File: src/design/ssr_pkg.sv
// ssr_pkg: shared constants, register codes and the job control type for the stream
// substring replacer. No dependencies.
package ssr_pkg;

    localparam int MAX_PATTERN_DEF = 8;
    localparam int QUEUE_DEPTH_DEF = 2;
    localparam int CFG_DATA_W      = 64;
    localparam int CFG_INDEX_W     = 2;
    localparam int LEN_W           = 4;
    localparam int COUNT_W         = 16;

    localparam logic [CFG_INDEX_W-1:0] REG_FIND_PATTERN    = 2'd0;
    localparam logic [CFG_INDEX_W-1:0] REG_FIND_LENGTH     = 2'd1;
    localparam logic [CFG_INDEX_W-1:0] REG_REPLACE_PATTERN = 2'd2;
    localparam logic [CFG_INDEX_W-1:0] REG_REPLACE_LENGTH  = 2'd3;

    localparam logic [COUNT_W-1:0] COUNT_MAX = '1;

    // Control part of one emit job handed from the front to the back.
    typedef struct packed {
        logic               is_end;
        logic [COUNT_W-1:0] tally;
    } job_ctl_t;

endpackage

File: src/design/ssr_front.sv
// ssr_front: configuration registers, pending byte window and pattern compare.
// Turns each accepted byte into at most one emit job. Depends on ssr_pkg.
module ssr_front #(
    parameter int MAX_PATTERN = ssr_pkg::MAX_PATTERN_DEF,
    parameter int LW          = $clog2(MAX_PATTERN + 1)
) (
    input  logic                               clk,
    input  logic                               rst_n,
    input  logic                               cfg_write,
    input  logic [ssr_pkg::CFG_INDEX_W-1:0]    cfg_index,
    input  logic [ssr_pkg::CFG_DATA_W-1:0]     cfg_data,
    input  logic                               push,
    input  logic [7:0]                         byte_in,
    input  logic                               last_in,
    input  logic                               q_full,
    output logic                               job_push,
    output logic [MAX_PATTERN*8-1:0]           job_bytes,
    output logic [LW-1:0]                      job_cnt,
    output ssr_pkg::job_ctl_t                  job_ctl
);

    localparam logic [ssr_pkg::LEN_W-1:0] MP_LEN = MAX_PATTERN[ssr_pkg::LEN_W-1:0];

    logic [ssr_pkg::CFG_DATA_W-1:0] find_pattern_reg;
    logic [ssr_pkg::LEN_W-1:0]      find_len_reg;
    logic [ssr_pkg::CFG_DATA_W-1:0] replace_pattern_reg;
    logic [ssr_pkg::LEN_W-1:0]      replace_len_reg;

    logic [MAX_PATTERN-1:0][7:0]    win_reg, win_next;
    logic [LW-1:0]                  fill_reg, fill_next;
    logic [ssr_pkg::COUNT_W-1:0]    tally_reg, tally_next;

    logic [LW-1:0]                  flen, rlen, fill_inc;
    logic [MAX_PATTERN-1:0][7:0]    win_ins;
    logic                           accept, full_win, match;
    logic [ssr_pkg::COUNT_W-1:0]    tally_inc;

    assign flen = (find_len_reg == '0) ? LW'(1) :
                  (find_len_reg > MP_LEN) ? LW'(MAX_PATTERN) : find_len_reg[LW-1:0];
    assign rlen = (replace_len_reg > MP_LEN) ? LW'(MAX_PATTERN) : replace_len_reg[LW-1:0];

    assign accept   = push && !q_full;
    assign fill_inc = fill_reg + LW'(1);
    assign full_win = (fill_inc == flen);

    always_comb
    begin
        win_ins = win_reg;
        match   = 1'b1;
        for (int k = 0; k < MAX_PATTERN; k++)
        begin
            if (LW'(k) == fill_reg)
                win_ins[k] = byte_in;
        end
        for (int k = 0; k < MAX_PATTERN; k++)
        begin
            if (LW'(k) < flen && win_ins[k] != find_pattern_reg[8*k +: 8])
                match = 1'b0;
        end
    end

    assign tally_inc = (full_win && match && tally_reg != ssr_pkg::COUNT_MAX) ?
                       tally_reg + 1'b1 : tally_reg;

    // job: replacement bytes on a hit, else the oldest byte, or the whole
    // window when the string ends here; a deleting hit mid-string makes none
    always_comb
    begin
        job_push       = accept && (last_in || (full_win && !(match && rlen == '0)));
        job_ctl.is_end = last_in;
        job_ctl.tally  = tally_inc;
        if (full_win && match)
        begin
            job_bytes = replace_pattern_reg[MAX_PATTERN*8-1:0];
            job_cnt   = rlen;
        end
        else
        begin
            job_bytes = win_ins;
            if (full_win)
                job_cnt = last_in ? flen : LW'(1);
            else
                job_cnt = fill_inc;
        end
    end

    always_comb
    begin
        win_next   = win_ins;
        fill_next  = fill_reg;
        tally_next = tally_reg;
        if (cfg_write)
        begin
            if (cfg_index == ssr_pkg::REG_FIND_LENGTH)
                fill_next = '0;
        end
        else if (accept)
        begin
            if (last_in)
            begin
                fill_next  = '0;
                tally_next = '0;
            end
            else if (full_win && match)
            begin
                fill_next  = '0;
                tally_next = tally_inc;
            end
            else if (full_win)
            begin
                // drop the oldest byte, fill stays at flen - 1
                for (int k = 0; k < MAX_PATTERN - 1; k++)
                    win_next[k] = win_ins[k+1];
            end
            else
            begin
                fill_next = fill_inc;
            end
        end
    end

    always_ff @(posedge clk or negedge rst_n)
    begin
        if (!rst_n)
        begin
            find_pattern_reg    <= '0;
            find_len_reg        <= ssr_pkg::LEN_W'(1);
            replace_pattern_reg <= '0;
            replace_len_reg     <= '0;
            win_reg             <= '0;
            fill_reg            <= '0;
            tally_reg           <= '0;
        end
        else
        begin
            if (cfg_write)
            begin
                case (cfg_index)
                    ssr_pkg::REG_FIND_PATTERN:    find_pattern_reg    <= cfg_data;
                    ssr_pkg::REG_FIND_LENGTH:
                        find_len_reg <= cfg_data[ssr_pkg::LEN_W-1:0];
                    ssr_pkg::REG_REPLACE_PATTERN: replace_pattern_reg <= cfg_data;
                    ssr_pkg::REG_REPLACE_LENGTH:
                        replace_len_reg <= cfg_data[ssr_pkg::LEN_W-1:0];
                    default: ;
                endcase
            end
            win_reg   <= win_next;
            fill_reg  <= fill_next;
            tally_reg <= tally_next;
        end
    end

    // window never holds a full pattern between bytes
    a_fill_below_len: assert property (@(posedge clk) disable iff (!rst_n)
        fill_reg < flen)
        else $error("window fill reached find length");

    a_tally_saturates: assert property (@(posedge clk) disable iff (!rst_n)
        $past(tally_reg) == ssr_pkg::COUNT_MAX && tally_reg != '0 |->
            tally_reg == ssr_pkg::COUNT_MAX)
        else $error("replacement tally wrapped");

endmodule

File: src/design/ssr_queue.sv
// ssr_queue: short register queue of emit jobs between front and back.
// Depends on ssr_pkg.
module ssr_queue #(
    parameter int W     = 8,
    parameter int DEPTH = ssr_pkg::QUEUE_DEPTH_DEF
) (
    input  logic         clk,
    input  logic         rst_n,
    input  logic         push,
    input  logic [W-1:0] din,
    output logic         full,
    input  logic         pop,
    output logic         valid,
    output logic [W-1:0] dout
);

    localparam int PW = (DEPTH > 1) ? $clog2(DEPTH) : 1;
    localparam int CW = $clog2(DEPTH + 1);

    logic [DEPTH-1:0][W-1:0] slot_reg;
    logic [PW-1:0]           wr_ptr_reg, rd_ptr_reg;
    logic [CW-1:0]           count_reg, count_next;

    assign full  = (count_reg == CW'(DEPTH));
    assign valid = (count_reg != '0);
    assign dout  = slot_reg[rd_ptr_reg];

    always_comb
    begin
        count_next = count_reg;
        if (push && !pop)
            count_next = count_reg + CW'(1);
        else if (pop && !push)
            count_next = count_reg - CW'(1);
    end

    always_ff @(posedge clk)
    begin
        if (push)
            slot_reg[wr_ptr_reg] <= din;
    end

    always_ff @(posedge clk or negedge rst_n)
    begin
        if (!rst_n)
        begin
            wr_ptr_reg <= '0;
            rd_ptr_reg <= '0;
            count_reg  <= '0;
        end
        else
        begin
            if (push)
                wr_ptr_reg <= (wr_ptr_reg == PW'(DEPTH - 1)) ? '0 : wr_ptr_reg + PW'(1);
            if (pop)
                rd_ptr_reg <= (rd_ptr_reg == PW'(DEPTH - 1)) ? '0 : rd_ptr_reg + PW'(1);
            count_reg <= count_next;
        end
    end

    a_no_push_full: assert property (@(posedge clk) disable iff (!rst_n)
        push |-> !full)
        else $error("job pushed into full queue");

    a_no_pop_empty: assert property (@(posedge clk) disable iff (!rst_n)
        pop |-> valid)
        else $error("job popped from empty queue");

endmodule

File: src/design/ssr_back.sv
// ssr_back: expands emit jobs into result items, one per cycle while pop is high.
// Depends on ssr_pkg.
module ssr_back #(
    parameter int MAX_PATTERN = ssr_pkg::MAX_PATTERN_DEF,
    parameter int LW          = $clog2(MAX_PATTERN + 1)
) (
    input  logic                            clk,
    input  logic                            rst_n,
    input  logic                            q_valid,
    input  logic [MAX_PATTERN*8-1:0]        q_bytes,
    input  logic [LW-1:0]                   q_cnt,
    input  ssr_pkg::job_ctl_t               q_ctl,
    output logic                            q_pop,
    output logic                            empty,
    input  logic                            pop,
    output logic [7:0]                      byte_out,
    output logic                            byte_valid,
    output logic                            end_of_string,
    output logic [ssr_pkg::COUNT_W-1:0]     replacement_count,
    output logic                            last_of_run
);

    logic                         cur_valid_reg;
    logic [MAX_PATTERN-1:0][7:0]  cur_bytes_reg;
    logic [LW-1:0]                cur_cnt_reg;
    ssr_pkg::job_ctl_t            cur_ctl_reg;
    logic [LW-1:0]                pos_reg;
    logic [7:0]                   sel_byte;
    logic                         transfer;

    assign empty      = !cur_valid_reg;
    assign transfer   = pop && cur_valid_reg;
    assign byte_valid = (pos_reg < cur_cnt_reg);

    assign last_of_run = cur_ctl_reg.is_end ? (pos_reg == cur_cnt_reg) :
                         ({1'b0, pos_reg} + 1'b1 == {1'b0, cur_cnt_reg});

    always_comb
    begin
        sel_byte = '0;
        for (int k = 0; k < MAX_PATTERN; k++)
        begin
            if (LW'(k) == pos_reg)
                sel_byte = cur_bytes_reg[k];
        end
    end

    assign byte_out          = byte_valid ? sel_byte : 8'd0;
    assign end_of_string     = !byte_valid;
    assign replacement_count = byte_valid ? '0 : cur_ctl_reg.tally;

    assign q_pop = q_valid && (!cur_valid_reg || (transfer && last_of_run));

    always_ff @(posedge clk)
    begin
        if (q_pop)
        begin
            cur_bytes_reg <= q_bytes;
            cur_cnt_reg   <= q_cnt;
            cur_ctl_reg   <= q_ctl;
        end
    end

    always_ff @(posedge clk or negedge rst_n)
    begin
        if (!rst_n)
        begin
            cur_valid_reg <= 1'b0;
            pos_reg       <= '0;
        end
        else
        begin
            if (q_pop)
            begin
                cur_valid_reg <= 1'b1;
                pos_reg       <= '0;
            end
            else if (transfer)
            begin
                if (last_of_run)
                    cur_valid_reg <= 1'b0;
                else
                    pos_reg <= pos_reg + LW'(1);
            end
        end
    end

    a_end_closes_run: assert property (@(posedge clk) disable iff (!rst_n)
        !empty && end_of_string |-> last_of_run && cur_ctl_reg.is_end)
        else $error("end item not at close of run");

    a_pos_in_job: assert property (@(posedge clk) disable iff (!rst_n)
        cur_valid_reg |-> pos_reg <= cur_cnt_reg)
        else $error("result position past job length");

endmodule

File: src/design/stream_substring_replacer_unit.sv
// stream_substring_replacer_unit: streaming find-and-replace, top level.
// Instantiates ssr_front, ssr_queue and ssr_back; depends on ssr_pkg.
//
//   channel   handshake            payload
//   config    cfg_write            cfg_index, cfg_data
//   input     push / full          byte_in, last_in
//   result    empty / pop          byte_out, byte_valid, end_of_string,
//                                  replacement_count, last_of_run
//
// One byte accepted per cycle while full is low; a byte yields up to
// MAX_PATTERN + 1 results, one result per cycle while pop is high.
// A byte's first result passes through the job queue and the ssr_back job register.
// full rises when the job queue between compare and emit (QUEUE_DEPTH deep) fills.
// Reset clears the window, tally and queue and loads the default lengths.
module stream_substring_replacer_unit #(
    parameter int MAX_PATTERN = ssr_pkg::MAX_PATTERN_DEF,
    parameter int QUEUE_DEPTH = ssr_pkg::QUEUE_DEPTH_DEF
) (
    input  logic                            clk,
    input  logic                            rst_n,
    input  logic                            cfg_write,
    input  logic [ssr_pkg::CFG_INDEX_W-1:0] cfg_index,
    input  logic [ssr_pkg::CFG_DATA_W-1:0]  cfg_data,
    input  logic                            push,
    output logic                            full,
    input  logic [7:0]                      byte_in,
    input  logic                            last_in,
    output logic                            empty,
    input  logic                            pop,
    output logic [7:0]                      byte_out,
    output logic                            byte_valid,
    output logic                            end_of_string,
    output logic [ssr_pkg::COUNT_W-1:0]     replacement_count,
    output logic                            last_of_run
);

    localparam int LW    = $clog2(MAX_PATTERN + 1);
    localparam int CTL_W = $bits(ssr_pkg::job_ctl_t);
    localparam int JOB_W = MAX_PATTERN * 8 + LW + CTL_W;

    logic                       job_push, q_valid, q_pop;
    logic [MAX_PATTERN*8-1:0]   job_bytes, q_bytes;
    logic [LW-1:0]              job_cnt, q_cnt;
    ssr_pkg::job_ctl_t          job_ctl, q_ctl;
    logic [JOB_W-1:0]           q_dout;

    ssr_front #(
        .MAX_PATTERN (MAX_PATTERN),
        .LW          (LW)
    ) u_front (
        .clk       (clk),
        .rst_n     (rst_n),
        .cfg_write (cfg_write),
        .cfg_index (cfg_index),
        .cfg_data  (cfg_data),
        .push      (push),
        .byte_in   (byte_in),
        .last_in   (last_in),
        .q_full    (full),
        .job_push  (job_push),
        .job_bytes (job_bytes),
        .job_cnt   (job_cnt),
        .job_ctl   (job_ctl)
    );

    ssr_queue #(
        .W     (JOB_W),
        .DEPTH (QUEUE_DEPTH)
    ) u_queue (
        .clk   (clk),
        .rst_n (rst_n),
        .push  (job_push),
        .din   ({job_bytes, job_cnt, job_ctl}),
        .full  (full),
        .pop   (q_pop),
        .valid (q_valid),
        .dout  (q_dout)
    );

    assign q_bytes = q_dout[JOB_W-1 -: MAX_PATTERN*8];
    assign q_cnt   = q_dout[CTL_W +: LW];
    assign q_ctl   = q_dout[CTL_W-1:0];

    ssr_back #(
        .MAX_PATTERN (MAX_PATTERN),
        .LW          (LW)
    ) u_back (
        .clk               (clk),
        .rst_n             (rst_n),
        .q_valid           (q_valid),
        .q_bytes           (q_bytes),
        .q_cnt             (q_cnt),
        .q_ctl             (q_ctl),
        .q_pop             (q_pop),
        .empty             (empty),
        .pop               (pop),
        .byte_out          (byte_out),
        .byte_valid        (byte_valid),
        .end_of_string     (end_of_string),
        .replacement_count (replacement_count),
        .last_of_run       (last_of_run)
    );

endmodule

File: config.mk
export PLATFORM = sky130hd
export DESIGN_NAME = stream_substring_replacer_unit
export DESIGN_NICKNAME = d
export VERILOG_FILES = /design/src/design/ssr_pkg.sv /design/src/design/ssr_front.sv /design/src/design/ssr_queue.sv /design/src/design/ssr_back.sv /design/src/design/stream_substring_replacer_unit.sv
export SDC_FILE = /design/constraint.sdc
export NUM_CORES = 1
export LEC_CHECK = 0
export BUFFER_PORTS_ARGS = -buffer_cell sky130_fd_sc_hd__buf_2
export CAP_MARGIN = 0
export CORE_AREA = 2 2 226 228
export DETAILED_ROUTE_END_ITERATION = 10
export DIE_AREA = 0 0 228 230
export HOLD_SLACK_MARGIN = 0.15
export PLACE_DENSITY = 0.7
export SYNTH_ARGS = -nofsm -noshare
export SYNTH_HDL_FRONTEND = slang
export SYNTH_SLANG_ARGS = --single-unit
File: constraint.sdc
create_clock -name clk -period 23 [get_ports clk]
set_clock_uncertainty 0.2 [all_clocks]
set_input_delay 2.3 -clock clk [delete_from_list [all_inputs] [get_ports clk]]
set_output_delay 2.3 -clock clk [all_outputs]
set_load 0.01 [all_outputs]
## Yosys cells after proc, flatten, opt, wreduce, memory -nomap -nowiden

Index checks and enable logic that the tools add are counted.

| storage, ports and cells | value |
|---|---|
| register bits after elaboration | 484 |
| bits in latches | 0 |
| RAM bits | 0 |
| ROM bits | 0 |
| bits of input ports | 80 |
| output and inout port bits | 29 |
| logic and storage cells | 198 |
| memories | 0 |

| operators by class | value |
|---|---|
| add/subtract/negate cells | 8 |
| multipliers | 0 |
| div/mod/pow operators | 0 |
| order comparisons | 14 |
| equal/unequal tests | 33 |
| shifts and indexed selects | 0 |
| multiplexer cells | 63 |
| bitwise gates (word level) | 1 |
| reductions and logical operators | 47 |

Operators with widths:

| kind | count |
|---|---|
| 56-bit 2-to-1 mux | 5 |
| 85-bit 2-to-1 mux | 3 |
| 170-bit bitwise mux | 1 |
| 8-bit 2-to-1 mux | 17 |
| 85-bit demux with 1-bit select | 1 |
| 16-bit 2-to-1 mux | 4 |
| 64-bit 2-to-1 mux | 1 |
| 8-bit != test | 8 |
| 4-bit 2-to-1 mux | 15 |
| 3-bit by 4-bit equality test with 1-bit output (first input constant) | 8 |
| 1-bit logical AND | 20 |
| 16-bit by 1-bit adder with 16-bit output (second input constant) | 1 |
| 2-bit by 4-bit equality test with 1-bit output (first input constant) | 4 |
| 4-bit zero test | 4 |
| 3-bit by 4-bit less-than comparator with 1-bit output (first input constant) | 4 |
| 16-bit != test (second input constant) | 1 |
| 1-bit 2-to-1 mux | 14 |
| 2-bit AND reduction | 6 |
| 2-bit nonzero test | 6 |
| 4-bit by 1-bit adder with 4-bit output (second input constant) | 2 |
| 1-bit by 4-bit equality test with 1-bit output (first input constant) | 2 |
| 4-bit equality test | 2 |
| 4-bit greater-than comparator (second input constant) | 2 |
| 1-bit by 4-bit less-than comparator with 1-bit output (first input constant) | 2 |
| other kinds (20) | 33 |

## Depth between registers and ports, before layout

Gate-level depths: netlist of run 1.

| logic depth | value |
|---|---|
| depth after elaboration | 22 |
| gate-level depth with buffers | 18 |
| mapped depth without buffers | 15 |

## By module

Synthesis of run 1 repeated with hierarchy kept, for this count alone.

| second synthesis, totals | value |
|---|---|
| cells, all modules | 1,857 |
| area total of the unflattened synthesis | 22,641.7 um^2 |

Modules (own cells, without submodules):

| module | instances | cells an instance | area an instance (um^2) | sequential area each (um^2) |
|---|---|---|---|---|
| ssr_front | 1 | 1,314 | 12,359.4 | 5,506.5 |
| ssr_queue | 1 | 281 | 6,527.5 | 5,205.0 |
| ssr_back | 1 | 262 | 3,754.9 | 2,677.6 |

## Worst setup path before layout of run 1

Ideal clock, no wire load.

| path | value |
|---|---|
| path type | input -> register |
| start | input port byte_in[6] |
| end | register u_queue.slot_reg[100] (netlist name), enable pin |
| setup time | 655 ps |
| arrival | 10,503 ps |
| required time | 22,145 ps |
| path slack | 11,642 ps |
| stages on the path | 11 |
| buffers on the path | 2 |
| path through | clkbuf_1 xnor2_1 nand3_1 nor3_1 o211a_1 nor4bb_1 or4b_1 buf_2 nand3_1 o21ai_0 a211oi_1 |

| on the way | value |
|---|---|
| word-level cells in the longest chain between the ends | 16 |
| elaborated cells on any way between the ends | 37 |
| classes of those cells | 8 x eq/ne; 16 x mux; 13 x reduce/logical |

RTL lines:

| item | line | text |
|---|---|---|
| from (decl) | stream_substring_replacer_unit.sv:26 | `input logic [7:0] byte_in,` |
| 8-bit 2-to-1 mux | ssr_front.sv:52 | `if (LW'(k) == fill_reg)` |
| 8-bit != test | ssr_front.sv:57 | `if (LW'(k) < flen && win_ins[k] != find_pattern_reg[8*k +: 8])` |
| 1-bit logical AND | ssr_front.sv:57 |  |
| 1-bit 2-to-1 mux (7 in a row) | ssr_front.sv:57 |  |
| 1-bit 2-to-1 mux (*) | ssr_front.sv:57 |  |
| 1-bit logical AND (*) | ssr_front.sv:69 | `job_push = accept && (last_in \|\| (full_win && !(match && rlen == '0)));` |
| 1-bit zero test (*) | ssr_front.sv:69 |  |
| 1-bit logical AND (*) | ssr_front.sv:69 |  |
| 1-bit logical OR (*) | ssr_front.sv:69 |  |
| 1-bit logical AND (*) | ssr_front.sv:69 |  |
| to (signal, indexed assignment) | ssr_queue.sv:40 | `slot_reg[wr_ptr_reg] <= din;` |
| to (decl) | ssr_queue.sv:20 | `logic [DEPTH-1:0][W-1:0] slot_reg;` |

Every way passes the cells marked *; elsewhere a longest branch is shown, timed or not.
A chain may end at the register's enable or synchronous reset.

## Worst setup path after layout of run 1

| path | value |
|---|---|
| start | input port byte_in[4] |
| end | register u_queue.slot_reg[112] (netlist name), enable pin |

Same word-level chain as after synthesis.

==> impl_metrics.tcl, run 1 <==
set metrics [dict create \
    first_pass_iters 6 \
    largest_register_ffs 170 \
    cap_violations 0 \
    syn_area_mm2 0.0222 \
    leakagePower_nw 9.57 \
    seq_area_frac_synth 0.603 \
    synth.area.top_cells "edfxtp_1 (34%), dfrtp_1 (26%), mux2_2 (11%)" \
    outcome "complete, no violations" \
    synthesis.nets 1803 \
    cts_buffers 48 \
    synth.top_cell.area_share 0.345 \
    syn_area_per_cell_um2 13.0 \
    cts_tree "done" \
    ys.flop_type "edfxtp_1" \
    clkPwrFrac 0.266 \
    setup.worst_path.start_class "input pin" \
    drv_slew 0 \
    fin_setup_tns_ps 0 \
    ys_top_cells_by_count "edfxtp_1 (255), dfrtp_1 (228), mux2_2 (218)" \
    wl_per_cell_um 23.4 \
    crit_arrival_ps 7270 \
    initial_utilization 0.445 \
    grt_pass1_wl_um 89400 \
    synth_edf_count 255 \
    pin_count 109 \
    cts-root-buf "clkbuf_16" \
    ys_ff_latch 484 \
    internal-power_mw 1.99 \
    cts_buffer_depth 3 \
    clkTransAtPathRegs_ps 60 \
    power_mw 2.96 \
    via_count 14600 \
    fin_cells 2484 \
    cp-end-kind "flop" \
    die_area_mm2 0.0524 \
    route.antenna.remaining_nets 0 \
    ys_warn_count 0 \
    rows 82 \
    peakVddDrop_v 0.0000692 \
    post-dp-hpwl_um 39500 \
    gp_congestion 0.962 \
    slew_headroom 0.275 \
    hp-start "u_front.replace_pattern_reg[39]$_DFFE_PN0P_" \
    critical_path_class "in -> reg" \
    p_per_area_mw_per_mm2 119 \
    period_needed_ps 7300 \
    antenna_found_initial 3 \
    htreeDepth 2 \
    track_usage 0.221 \
    slowest_delay_ps 850 \
    die_h_um 230 \
    worst_slack_ps 15700 \
    dpl.cell_count 2396 \
    ctsHoldBuffers 0 \
    clkSinkCount 484 \
    timing.rr.start "u_front.fill_reg[0]$_DFFE_PN0P_" \
    cp_slowest_cell "o21ai_0" \
    post_cts_buffers 0 \
    p_sw_frac 0.328 \
    overflow 0 \
    grt_max_degree 90 \
    insertion_delay_ps 580 \
    final_nets 1868 \
    cp_cell_sequence "buf_2, o22ai_1, or4_1, a2111o_1, or2_2, o41ai_4, nand3_1, o21ai_0, a211oi_4, buf_4" \
    drive_gt1_frac 0.260 \
    hold_viol_final 0 \
    critPathMaxFanout 68 \
    power_frac_seq 0.443 \
    post-route-period-util 0.318 \
    startpoint "byte_in[4]" \
    finalSetupViolCount 0 \
    hold_class "reg -> reg" \
    required_ps 22970 \
    die_w_um 228 \
    core_area_mm2 0.0499 \
    routed_wl_um 58100 \
    p_sw_mw 0.969 \
    grt_pass1_vias 14600 \
    drt_iter0_drc 1313 \
    combPwrFrac 0.291 \
    worst_pin_slew_ps 1090 \
    async_reset_ff_frac 0.473 \
    post-route-drc-count 0 \
    timing.fmax_mhz 137 \
    port_buffers 108 \
    yosysTopAreaCell "edfxtp_1" \
    synthCells 1709 \
    vias_per_cell 5.86 \
    synth_cell_types 76 \
    areaGrowthSynthToFinish_pct 12.2 \
    rsz0062_at_grt "false" \
    dpl_worst_slack_ps 15170 \
    synth.most_common_cell "edfxtp_1" \
    post_cts_resized 0 \
]
[worst max-delay path, delay by kind of cell]
kind	cells	cell delay [ps]
AOI/OAI and AO/OA	5	2380
and+or+nand+nor	3	1530
buffers and inverters	2	900
[routing by layer]
| metal | vias to the layer above | wire, µm | global-route usage |
|---|---|---|---|
| met1 | 7315 | 24600 | 0.297 |
| li1 | 6509 | - | - |
| met3 | 115 | 4190 | 0.0459 |
| met5 | - | 9 | 0 |
| met4 | 2 | 2080 | 0.0844 |
| met2 | 614 | 27200 | 0.353 |
[metrics by stage]
| step | instance area (µm²) | util | hold slack, ps |
|---|---|---|---|
| floorplan | 22200 | - | 266 |
| global placement | 23400 | 0.468 | 284 |
| detailed placement | 23400 | 0.468 | 295 |
| CTS | 24900 | 0.500 | 308 |
| global route | 24900 | 0.500 | 318 |
| finish | 24900 | 0.500 | 307 |
[final timing paths]
kind	to	slack [ps]	depth (start not counted)
min in group asynchronous	u_front.find_pattern_reg[6]$_DFFE_PN0P_	1530	1
min	u_front.replace_pattern_reg[39]$_DFFE_PN0P_	310	1
max in group asynchronous	u_front.replace_pattern_reg[50]$_DFFE_PN0P_	19550	2
min reg2reg	u_front.replace_pattern_reg[39]$_DFFE_PN0P_	310	1
max reg2reg	u_queue.slot_reg[46]$_DFFE_PP_	16310	12
max	u_queue.slot_reg[112]$_DFFE_PP_	15700	10
[placed cells by master (no fill, tap or decap), types with 34 or more instances in the layout]
| cell type | n |
|---|---|
| xor2_1 | 34 |
| buf_2 | 107 |
| o21ai_0 | 51 |
| nand2_1 | 60 |
| mux2_2 | 218 |
| clkbuf_16 | 49 |
| or3_1 | 47 |
| xnor2_1 | 44 |
| inv_1 | 51 |
| o221a_2 | 41 |
| a21oi_1 | 76 |
| dfrtp_1 | 227 |
| nor2_1 | 122 |
| mux2i_1 | 78 |
| edfxtp_1 | 255 |
[layout make-up]
class	count	area, µm²
diodes	1	2.50
well taps	672	841
multi-input cells	1063	8240
clock buffers	65	1320
clock inverters	22	246
flip-flops and latches	484	13400
inverters	52	195
fillers	4331	24900
repair buffers	125	678
[power groups by stage]
stage          Sequential [mW]  Clock [mW]  Combinational [mW]
6_report                  1.31       0.786               0.861
5_1_grt                   1.33       0.832               0.933
4_1_cts                   1.31       0.798               0.855
3_5_place_dp              1.32           0               0.848
3_3_place_gp              1.31           0               0.831
2_1_floorplan             1.26           0               0.610
[logic make-up (layout without fill, tap and decap cells)]
kind of cell	Yosys count	after routing	synth area share
muxes	297	297	0.146
AOI/OAI and AO/OA	288	288	0.0943
xor gates and xnor gates	78	78	0.0308
and+or+nand+nor	386	386	0.0896
adders and majority gates	14	14	0.00789
other	0	1	0
buffers and inverters	162	264	0.0284
DFF	484	484	0.603
(Power assumes the default switching activity.)
==> run 2, diff against run 1 <==
--- a/config.mk
+++ b/config.mk
@@ -11,7 +11,7 @@
 export DETAILED_ROUTE_END_ITERATION = 10
 export DIE_AREA = 0 0 228 230
 export HOLD_SLACK_MARGIN = 0.15
-export PLACE_DENSITY = 0.7
+export PLACE_DENSITY = 0.72
 export SYNTH_ARGS = -nofsm -noshare
 export SYNTH_HDL_FRONTEND = slang
 export SYNTH_SLANG_ARGS = --single-unit
==> constraint.sdc (replaced) <==
create_clock -name clk -period 6.3 [get_ports clk]
set_clock_uncertainty 0.2 [all_clocks]
set_input_delay 0.63 -clock clk [delete_from_list [all_inputs] [get_ports clk]]
set_output_delay 0.63 -clock clk [all_outputs]
set_load 0.01 [all_outputs]
==> run 2 against run 1 <==
Effect of this change: register-to-register slack got worse by 16000 ps; critical path depth grew 2; design area grew 3.0%; hold slack worse by 140 ps; count of clock-buffer cells in the layout grew 9; critical path type is now reg -> reg; critical endpoint is now u_front.win_reg[43]$_DFF_PN0_; utilization is 1.5 points higher; cell count rose by 3.1%; global-route usage up 0.21 points.
==> impl_metrics.tcl, run 2 (same netlist as run 1, synthesis figures left out) <==
set metrics [dict create \
    pin_count 109 \
    fin_cells 2562 \
    worst_slack_ps 397 \
    cts-root-buf "clkbuf_16" \
    crit_arrival_ps 6220 \
    finish.utilization 0.515 \
    cp_slowest_cell "a31oi_4" \
    leakagePower_nw 9.93 \
    post_cts_resized 0 \
    vias_per_cell 5.85 \
    critPathMaxFanout 31 \
    route.antenna.remaining_nets 0 \
    cts_buffers 48 \
    final_cell_mix "edfxtp_1 (255), dfrtp_1 (227), mux2_2 (218), nor2_1 (122), buf_2 (107)" \
    drt_iter0_drc 1730 \
    track_usage 0.223 \
    hold_class "in -> reg" \
    first_pass_iters 7 \
    cp_cell_sequence "inv_1, ha_1, nand3b_1, mux2i_1, xor2_1, o211a_1, o2111ai_1, or4b_1, a31oi_4, buf_4, mux2i_1, o221a_2" \
    internal-power_mw 7.27 \
    largest_register_ffs 170 \
    p_sw_mw 3.57 \
    drive_gt1_frac 0.259 \
    rows 82 \
    slew_headroom 0.267 \
    die_h_um 230 \
    clkSinkCount 484 \
    routed_wl_um 59000 \
    rsz0062_at_grt "false" \
    via_count 15000 \
    slowest_delay_ps 940 \
    initial_utilization 0.445 \
    grt_pass1_vias 14900 \
    final_nets 1943 \
    period_needed_ps 5900 \
    dpl_worst_slack_ps 620 \
    p_sw_frac 0.329 \
    outcome "complete, no violations" \
    post-dp-hpwl_um 40800 \
    htreeDepth 2 \
    grt_max_degree 91 \
    die_area_mm2 0.0524 \
    required_ps 6620 \
    hold_viol_final 0 \
    clkTransAtPathRegs_ps 60 \
    port_buffers 108 \
    cts_tree "done" \
    areaGrowthSynthToFinish_pct 15.5 \
    post_cts_buffers 0 \
    worst_pin_slew_ps 1100 \
    final_common_cell "edfxtp_1" \
    peakVddDrop_v 0.000225 \
    whs_ps 168 \
    ctsHoldBuffers 61 \
    post-route-period-util 0.937 \
    finalSetupViolCount 0 \
    antenna_found_initial 2 \
    setup.worst_path.start_class "flop" \
    core_area_mm2 0.0499 \
    cap_violations 0 \
    overflow 0 \
    fin_setup_tns_ps 0 \
    drv_slew 0 \
    power_frac_seq 0.443 \
    dpl.cell_count 2410 \
    post-route-drc-count 0 \
    timing.fmax_mhz 169 \
    critical_path_class "reg -> reg" \
    die_w_um 228 \
    cp-end-kind "flop" \
    gp_congestion 0.968 \
    combPwrFrac 0.294 \
    insertion_delay_ps 590 \
    cts_buffer_depth 3 \
    grt_pass1_wl_um 90700 \
    cp_common_cell "mux2i_1" \
    clkPwrFrac 0.263 \
    wl_per_cell_um 23.0 \
    p_per_area_mw_per_mm2 423 \
]
[run 2: changes by cell type in the layout (fill, tap and decap cells not counted), moves of 2 or more]
cell	before	now
buf_4	17	30
bufinv_16	5	3
clkbuf_1	13	19
clkbuf_8	3	6
clkinv_1	8	0
clkinv_2	1	7
clkinvlp_4	7	2
dlygate4sd3_1	0	61
inv_6	0	2
[run 2: path summary, 6_finish.rpt]
path                                                       startpoint                                     endpoint  slack [ps]  depth (start not counted)
hold reg to reg            u_front.replace_pattern_reg[2]$_DFFE_PN0P_   u_front.replace_pattern_reg[2]$_DFFE_PN0P_         310                          1
hold / removal                                            cfg_data[2]          u_front.find_len_reg[2]$_DFFE_PN0P_         170                          2
max in group asynchronous                                       rst_n  u_front.replace_pattern_reg[41]$_DFFE_PN0P_        3930                          3
setup / recovery                      u_front.fill_reg[0]$_DFFE_PN0P_                u_front.win_reg[43]$_DFF_PN0_         400                         12
setup reg to reg                      u_front.fill_reg[0]$_DFFE_PN0P_                u_front.win_reg[43]$_DFF_PN0_         400                         12
min in group asynchronous                                       rst_n                u_front.win_reg[22]$_DFF_PN0_         490                          2
[run 2: critical path: cells and delay by family (launching register included)]
family	cells	cell delay [ps]
muxes	2	1240
buffers and inverters	2	590
and+or+nand+nor	2	1180
xor gates and xnor gates	1	160
adders and majority gates	1	230
AOI/OAI and AO/OA	4	1780
DFF	1	430
[run 2: power groups by stage]
stage / clock network, mW / logic [mW] / registers [mW]
after global placement: 0 / 3.03 / 4.82
final: 2.86 / 3.19 / 4.80
after detailed placement: 0 / 3.11 / 4.84
after CTS: 2.90 / 3.16 / 4.78
after floorplan: 0 / 2.23 / 4.59
after global routing: 3.02 / 3.46 / 4.86
[run 2: layer usage]
metal	track usage	vias to the layer above	routed length, µm
li1	-	6644	-
met4	0.0674	2	1700
met2	0.352	703	27000
met1	0.316	7536	25200
met3	0.0396	115	5030
met5	0	-	14
[run 2: layout make-up]
type                    instances  area (µm²)
flip-flops and latches        484       13400
clock buffers                  74        1380
inverters                      52         195
clock inverters                16         196
diodes                          1        2.50
repair buffers                200        1410
multi-input cells            1063        8240
well taps                     672         841
fillers                      4178       24200
[run 2: per-stage QoR]
step	area (µm²)	power (mW)
floorplan	22200	6.82
global placement	23500	7.85
detailed placement	23500	7.95
CTS	25700	10.9
global route	25700	11.3
finish	25700	10.8
==> run 3, diff against run 2 <==
--- a/config.mk
+++ b/config.mk
@@ -7,11 +7,11 @@
 export LEC_CHECK = 0
 export BUFFER_PORTS_ARGS = -buffer_cell sky130_fd_sc_hd__buf_2
 export CAP_MARGIN = 0
-export CORE_AREA = 2 2 226 228
+export CORE_AREA = 2 2 203 205
 export DETAILED_ROUTE_END_ITERATION = 10
-export DIE_AREA = 0 0 228 230
+export DIE_AREA = 0 0 205 207
 export HOLD_SLACK_MARGIN = 0.15
-export PLACE_DENSITY = 0.72
+export PLACE_DENSITY = 0.85
 export SYNTH_ARGS = -nofsm -noshare
 export SYNTH_HDL_FRONTEND = slang
 export SYNTH_SLANG_ARGS = --single-unit
==> run 3 against run 2 <==
Effect of this change: cell count shrank 5.7%; via count grew 1.3%; sequential share of layout area is essentially flat; total power grew 3.1%; routed wire length shrank 2.3%; clock power grew 10%; non-clock buffer count shrank 5; fmax grew 4.6%; utilization grew 12 points; critical path depth grew 1; register-to-register slack gained 260 ps; combinational power grew 2%; critical path type unchanged.
==> impl_metrics.tcl, run 3 (same netlist as run 1, synthesis figures left out) <==
set metrics [dict create \
    grt_pass1_wl_um 88700 \
    post-route-period-util 0.896 \
    largest_register_ffs 170 \
    slew_headroom 0.175 \
    via_count 15200 \
    track_usage 0.271 \
    finalSetupViolCount 0 \
    cts_buffers 48 \
    grt_max_degree 96 \
    routed_wl_um 57600 \
    setup.worst_path.start_class "flop" \
    worst_pin_slew_ps 1220 \
    antenna_cells 0 \
    power_mw 11.2 \
    cts_tree "done" \
    post-dp-hpwl_um 38100 \
    clkSinkCount 484 \
    die_w_um 205 \
    post-route-drc-count 0 \
    hold_class "in -> reg" \
    cp_common_cell "buf_4" \
    multi_input_area_mm2 0.00824 \
    cp_cell_sequence "inv_1, ha_1, nand3b_1, mux2i_1, a2bb2oi_1, and4_1, nor4bb_1, or4b_1, nand4_1, buf_4, buf_4, nor2_1, a21oi_1" \
    post_cts_buffers 0 \
    gp_congestion 0.955 \
    cts_buffer_depth 3 \
    critPathMaxFanout 78 \
    final_common_cell "edfxtp_1" \
    wl_per_cell_um 23.9 \
    die_area_mm2 0.0424 \
    period_needed_ps 5650 \
    dpl.cell_count 2264 \
    areaGrowthSynthToFinish_pct 15.5 \
    overflow 0 \
    final_nets 1938 \
    whs_ps 174 \
    fin_cells 2415 \
    antenna_found_initial 2 \
    required_ps 6420 \
    final_cell_mix "edfxtp_1 (255), dfrtp_1 (227), mux2_2 (218), nor2_1 (122), buf_2 (107)" \
    peakVddDrop_v 0.000288 \
    insertion_delay_ps 600 \
    timing.fmax_mhz 177 \
    crit_arrival_ps 5760 \
    p_per_area_mw_per_mm2 436 \
    hold_viol_final 0 \
    cp_slowest_cell "buf_4" \
    initial_utilization 0.550 \
    rsz0062_at_grt "false" \
    drt_iter0_drc 1922 \
    pin_count 109 \
    slowest_delay_ps 670 \
    fin_setup_tns_ps 0 \
    worst_slack_ps 655 \
    cp-end-kind "flop" \
    dpl_worst_slack_ps 850 \
    htreeDepth 2 \
    rows 74 \
    grt_pass1_vias 15200 \
    first_pass_iters 6 \
    n_fill_cell 2913 \
    cts-root-buf "clkbuf_16" \
    leakagePower_nw 10.0 \
    drive_gt1_frac 0.262 \
    register_area_mm2 0.0134 \
    core_area_mm2 0.0404 \
    drv_slew 0 \
    critical_path_class "reg -> reg" \
    cap_violations 0 \
    outcome "complete, no violations" \
    clkTransAtPathRegs_ps 70 \
    port_buffers 108 \
    route.antenna.remaining_nets 0 \
    vias_per_cell 6.29 \
    die_h_um 207 \
]
[run 3: cell count changes in the layout (fill, tap and decap cells not counted), sizes merged]
cell and delta:
diode -1, clkbuf -14, clkinv +5, bufinv +8
dlygate4sd3 +1, inv -1, buf -6, clkinvlp +1
[run 3: through the flow]
stage                     cell area, µm²  utilization
after detailed placement           23300        0.576
after global routing               25700        0.636
after CTS                          25600        0.635
after floorplan                    22200            -
final                              25700        0.636
after global placement             23300        0.576
[run 3: cell type report]
| class | instances | share of cell area |
|---|---|---|
| Clock buffer | 60 | 0.0507 |
| Clock inverter | 29 | 0.0184 |
| Inverter | 52 | 0.00761 |
| Multi-Input combinational cell | 1063 | 0.321 |
| Sequential cell | 484 | 0.522 |
| Tap cell | 532 | 0.0259 |
| Timing Repair Buffer | 195 | 0.0539 |
[run 3: what timing repair did]
action | in CTS | in global routing
hold endpoints to repair | 208 | 1
hold buffers | 61 | 1
gates resized for setup | 0 | 0
[run 3: worst paths after layout]
path                                                       startpoint                                          to  slack [ps]  cells past startpoint
max                                   u_front.fill_reg[0]$_DFFE_PN0P_              u_queue.slot_reg[54]$_DFFE_PP_         650                     13
min                                                       cfg_data[3]  u_front.replace_pattern_reg[3]$_DFFE_PN0P_         170                      2
max reg2reg                           u_front.fill_reg[0]$_DFFE_PN0P_              u_queue.slot_reg[54]$_DFFE_PP_         650                     13
min reg2reg                u_front.replace_pattern_reg[6]$_DFFE_PN0P_  u_front.replace_pattern_reg[6]$_DFFE_PN0P_         310                      1
max in group asynchronous                                       rst_n    u_front.find_pattern_reg[34]$_DFFE_PN0P_        3970                      3
min in group asynchronous                                       rst_n  u_front.replace_pattern_reg[5]$_DFFE_PN0P_         480                      2
[run 3: where the power goes]
group	internal (mW)	switching, mW
registers	4.26	0.513
clock network	1.93	1.23
logic	1.38	1.87
[run 3: routing by layer]
layer	vias up	track usage	part of all wire
li1	6627	-	-
met1	7556	0.387	0.41
met2	840	0.419	0.46
met3	171	0.0497	0.084
met4	2	0.0992	0.038
met5	-	0	0.00023
[run 3: critical path: cells and delay by family, from the launching register on]
kind	cells	cell delay, ps
AO/OA/AOI/OAI	2	590
flip-flops	1	450
multiplexers	1	490
buffers and inverters	3	1510
AND/OR/NAND/NOR	6	1810
adder cells (fa/ha/maj)	1	250
